`config.mk`:
```
export PLATFORM = sky130hd
export DESIGN_NAME = vsm_ctrl
export DESIGN_NICKNAME = d
export VERILOG_FILES = /design/src/rtl/vsm_pkg.sv /design/src/rtl/vsm_ctrl.sv
export SDC_FILE = /design/constraint.sdc
export NUM_CORES = 1
export LEC_CHECK = 0
export CORE_MARGIN = 10
export CORE_UTILIZATION = 60
export CTS_BUF_LIST = sky130_fd_sc_hd__clkbuf_4
export CTS_CLUSTER_DIAMETER = 120
export CTS_CLUSTER_SIZE = 25
export DETAILED_ROUTE_END_ITERATION = 12
export DONT_BUFFER_PORTS = 1
export GPL_TIMING_DRIVEN = 0
export HOLD_SLACK_MARGIN = 0.1
export PLACE_DENSITY = 0.76
export SLEW_MARGIN = 0
export SYNTH_ARGS = -nofsm -noshare
export SYNTH_HDL_FRONTEND = slang
export SYNTH_SLANG_ARGS = --single-unit
```
`constraint.sdc`:
```
create_clock -name clk_i -period 2.7 [get_ports clk_i]
set_input_delay 0.135 -clock clk_i [delete_from_list [all_inputs] [get_ports clk_i]]
set_output_delay 0.135 -clock clk_i [all_outputs]
set_load 0.02 [all_outputs]
```
`src/rtl/vsm_pkg.sv`:
```
// Package for the vector softmax unit: sizes, table of 2^(-i/16), controller states.
// Used by the top level, controller, datapath and divider; no dependencies.
package vsm_pkg;
  localparam int unsigned MaxChannels = 64;
  localparam int unsigned IdxW = $clog2(MaxChannels);
  localparam int unsigned CntW = 7;
  localparam int unsigned ExpW = 17;
  localparam int unsigned SumW = 40;
  localparam int unsigned DivW = 41;

  typedef enum logic [5:0] {
    StLoad  = 6'b000001,
    StExpRd = 6'b000010,
    StExp   = 6'b000100,
    StOutRd = 6'b001000,
    StDiv   = 6'b010000,
    StOut   = 6'b100000
  } state_e;

  typedef struct packed {
    logic load;
    logic clr;
    logic exp_rd;
    logic exp_wr;
    logic out_rd;
    logic div_start;
    logic [IdxW-1:0] idx;
  } cmd_t;

  typedef struct packed {
    logic exp_done;
    logic div_done;
  } sts_t;

  function automatic logic [16:0] pow2_tab(input logic [4:0] i);
    logic [16:0] r;
    unique case (i)
      5'd0: r = 17'd65536;  5'd1: r = 17'd62757;  5'd2: r = 17'd60097;
      5'd3: r = 17'd57549;  5'd4: r = 17'd55109;  5'd5: r = 17'd52773;
      5'd6: r = 17'd50535;  5'd7: r = 17'd48393;  5'd8: r = 17'd46341;
      5'd9: r = 17'd44376;  5'd10: r = 17'd42495; 5'd11: r = 17'd40693;
      5'd12: r = 17'd38968; 5'd13: r = 17'd37316; 5'd14: r = 17'd35734;
      5'd15: r = 17'd34219; default: r = 17'd32768;
    endcase
    return r;
  endfunction
endpackage

```
`src/rtl/vsm_ctrl.sv`:
```
// Controller: load, exponent sweep, divide-and-emit sequence per vector.
// Depends on vsm_pkg.
module vsm_ctrl (
  input  logic                         clk_i,
  input  logic                         rst_ni,
  input  logic [vsm_pkg::CntW-1:0]     count_i,
  input  logic                         in_valid_i,
  output logic                         in_ready_o,
  output logic                         out_valid_o,
  input  logic                         out_ready_i,
  output logic                         last_o,
  output vsm_pkg::cmd_t                cmd_o,
  input  vsm_pkg::sts_t                sts_i
);
  import vsm_pkg::*;
  state_e st_q, st_d;
  logic [CntW-1:0] cnt_q, cnt_d, i_q, i_d, neff;
  logic ov_q, ov_d;

  assign neff = (count_i == '0) ? CntW'(1) :
                (count_i > CntW'(MaxChannels)) ? CntW'(MaxChannels) : count_i;

  always_comb begin
    st_d = st_q; cnt_d = cnt_q; i_d = i_q; ov_d = ov_q;
    cmd_o = '0;
    cmd_o.idx = i_q[IdxW-1:0];
    in_ready_o = 1'b0;
    unique case (st_q)
      StLoad: begin
        in_ready_o = 1'b1;
        cmd_o.idx = cnt_q[IdxW-1:0];
        if (in_valid_i) begin
          cmd_o.load = 1'b1;
          cnt_d = cnt_q + CntW'(1);
          if (cnt_q + CntW'(1) >= neff) begin
            st_d = StExpRd; i_d = '0;
          end
        end
      end
      StExpRd: begin
        cmd_o.exp_rd = 1'b1;
        i_d = i_q + CntW'(1);
        if (i_q + CntW'(1) == cnt_q) st_d = StExp;
      end
      StExp: if (sts_i.exp_done) begin
        st_d = StOutRd; i_d = '0;
      end
      StOutRd: begin
        cmd_o.out_rd = 1'b1;
        st_d = StDiv;
      end
      StDiv: begin
        if (ov_q == 1'b0) begin
          cmd_o.div_start = 1'b1;
          ov_d = 1'b1;
        end
        if (sts_i.div_done) st_d = StOut;
      end
      StOut: if (out_ready_i) begin
        ov_d = 1'b0;
        i_d = i_q + CntW'(1);
        if (i_q + CntW'(1) == cnt_q) begin
          st_d = StLoad; cnt_d = '0; cmd_o.clr = 1'b1;
        end else st_d = StOutRd;
      end
      default: st_d = StLoad;
    endcase
  end

  assign out_valid_o = (st_q == StOut);
  assign last_o = (i_q + CntW'(1) == cnt_q);

  always_ff @(posedge clk_i or negedge rst_ni) begin
    if (!rst_ni) begin
      st_q <= StLoad; cnt_q <= '0; i_q <= '0; ov_q <= 1'b0;
    end else begin
      st_q <= st_d; cnt_q <= cnt_d; i_q <= i_d; ov_q <= ov_d;
    end
  end

  a_onehot: assert property (@(posedge clk_i) disable iff (!rst_ni) $onehot(st_q))
    else $error("state not one-hot");
  a_cnt: assert property (@(posedge clk_i) disable iff (!rst_ni)
    cnt_q <= CntW'(MaxChannels)) else $error("count overflow");
  a_out: assert property (@(posedge clk_i) disable iff (!rst_ni)
    out_valid_o && !out_ready_i |=> out_valid_o) else $error("result dropped");
endmodule
```
==> metrics.cfg <==
[outcome]
outcome=completed

[global_routing]
antenna_found_initial=0
grt-ovfl-total=0
grt.total_usage_pct=16.1
grt_pass1_vias=1554
grt_first_pass_wirelength_um=7060
grt_max_degree=22

[timing]
setup_viol=0
fmax_mhz=378
final_hold_viol_count=0
worst_pin_slew_ns=0.985
finalCritPeriodShare_pct=98.0
fin_skew_ns=0.00767
final.min_clock_period_ns=2.65
tns_ns=0
rsz0062_at_grt=yes
slew_viol_final=0
max_slew_margin_pct=34.1

[clocking]
clkSinkCount=21
clkTransAtPathRegs_ns=0.12
numCtsBuffers=3
h-tree-depth=1
clk_path_buf_depth=2
cts_tree=built
cts_root_buf=clkbuf_4
worstSkewPairLatency_ns=0.31

[critical_path]
path_max_fanout=8
path_cells=ha_4 -> and3_4 -> and3_4 -> o21ai_2 -> o2111ai_2 -> nor3b_4 -> and3_4
path_common_cell=and3_4
cp.arrival_ns=2.51
endpoint_kind=output port
critPathMaxStageDelay_ns=0.59
cpMaxStageDelayCell=nor3b_4
cp.required_ns=2.57
path_depth=7
critPathTopFamily=simple AND/OR/NAND/NOR gates
critPathKind=flop to output port
r2r_cells=13
start_kind=flop
path_buf_inv=0

[detailed_routing]
postRouteWirelength_um=4380
via_per_inst=6.35
drc=0
firstDrtPassIters=4
drtIter0Drc=117
antenna_left=0
wl_per_cell_um=17.9
vias=1555

[cells_and_area]
syn2layout_area_growth_pct=15.2
antenna_cells=0
final_nets=237
layout-drive-gt1-share_pct=25.7

[synthesis]
synth_edf_count=0
synthesis.area_um2=1690
synth_nets=226
yosysTopAreaCell=dfrtp_1
yosys_warnings=0
synthArstFlopShare_pct=100
yosysSeqAreaShare_pct=31.1
synth_top_area_share_pct=29.6
synthDistinctLibCells=54
synth_cells=204
ys_seq_elements=21
synthTopCellsByArea=dfrtp_1, nand2_1, ha_1
synth_area_per_cell_um2=8.29
synthFlopType=dfrtp_1

[floorplanning]
num_rows=19
io_pins=28
die_x_um=73.1
die-area_um2=5340
core_um2=2730
dieHeight_um=73.1
start_util_pct=61.9

[job]
drv_cap=0

[power]
p_leak_nw=0.854
peakVddDrop_uv=726
power.density_nw_per_um2=836
total_power_w=0.00163

[placement]
dpl.hpwl_um=3060
globalplace.congestion=0.856
port_buffers=0

[hold_path]
worstHoldPathCells=3
hold_class=primary input to flop

==> repair_timing <==
action | CTS | global route
pin swaps | 3 | 9
gates resized for setup | 13 | 18
cloned | 0 | 0
hold buffers | 3 | 0
setup endpoints to repair | 10 | 11
endpoints found under the hold margin | 26 | 0
buffers inserted | 3 | 1
==> stage by stage <==
stage	hold WS (ns)	util [%]	setup WS [ns]	cell area [um^2]	cells
4_1_cts	0.136	67.8	0.00751	1850	245
3_3_place_gp	-0.160	63.3	-0.0818	1730	235
5_1_grt	0.154	71.3	-0.0342	1950	245
2_1_floorplan	-0.161	-	0.246	1690	204
6_report	0.139	71.3	0.0528	1950	245
3_5_place_dp	-0.160	63.3	-0.191	1730	235
==> kinds of logic after synthesis <==
logic type	after synthesis	synth area share [%]
fa+ha+maj	9	6.66
simple gates	97	29.8
xor+xnor	10	5.18
other cells	1	0.222
mux	2	1.55
compound gates	49	21.2
flops	21	31.1
buf+inv	15	4.22
==> sequential cells by signal, summed over array words and instances (netlist names) <==
signal	flops
cnt_q	7
i_q	7
ov_q	1
st_q	6
==> Yosys cell counts, drive strengths merged (4+ instances only) <==
cell / number
inv: 6
buf: 6
nor3: 6
a21oi: 12
nand2: 37
nand3: 6
nand2b: 5
o21ai: 10
nor2: 20
dfrtp: 20
ha: 9
a22o: 9
xor2: 4
xnor2: 6
and3: 5
==> final timing paths <==
kind / start / to / slack [ns]
min in group asynchronous: rst_ni / cnt_q[6] / 0.42
hold reg to reg: ov_q / ov_q / 0.50
setup reg to reg: cnt_q[0] / st_q[0] / 0.13
setup / recovery: i_q[1] / cmd_o[10] / 0.05
hold / removal: in_valid_i / cnt_q[2] / 0.14
max in group asynchronous: rst_ni / i_q[1] / 1.61
==> cells in the final DEF (no fill, tap or decap), types with 3 or more instances in the layout <==
master,count
inv_1,6
and3_4,3
nand3_1,4
o21ai_0,6
ha_1,6
a22o_2,4
a21oi_1,10
nor2_1,17
a22o_1,5
nand3b_1,3
nand2_1,37
dlygate4sd3_1,3
clkbuf_4,5
nand2b_1,4
dfrtp_2,4
xor2_1,3
dfrtp_1,16
o22ai_1,3
xnor2_1,6
nor3_1,6
buf_4,7
==> layer usage <==
metal  GRT usage [%]  wire length (um)  vias to the layer above
li1                -                 -                      749
met1            18.3              1830                      755
met2            26.6              2190                       45
met3            4.76               299                        6
met4            7.81                51                        0
met5               0                 0                        -
==> report_power, final <==
group / internal (W) / switching, W / leakage (nW)
Sequential: 0.000375 / 0.0000512 / 0.273
Combinational: 0.000404 / 0.000639 / 0.562
Clock: 0.0000677 / 0.0000936 / 0.0184
Total: 0.000846 / 0.000784 / 0.854
==> worst min-delay path, stage by stage <==
cell,delay [ns]
nand2_1,0.07
a21oi_1,0.13
a21o_2,0.10
==> final cells by class <==
class | instances | area, um^2
plain buffers | 7 | 43.8
clock buffers | 4 | 30.0
fillers | 211 | 785
inverters | 7 | 26.3
multi-input cells | 168 | 1220
flip-flops and latches | 21 | 532
well taps | 31 | 38.8
repair buffers | 7 | 60.1
Note: power is estimated with default switching activity, not from simulation.
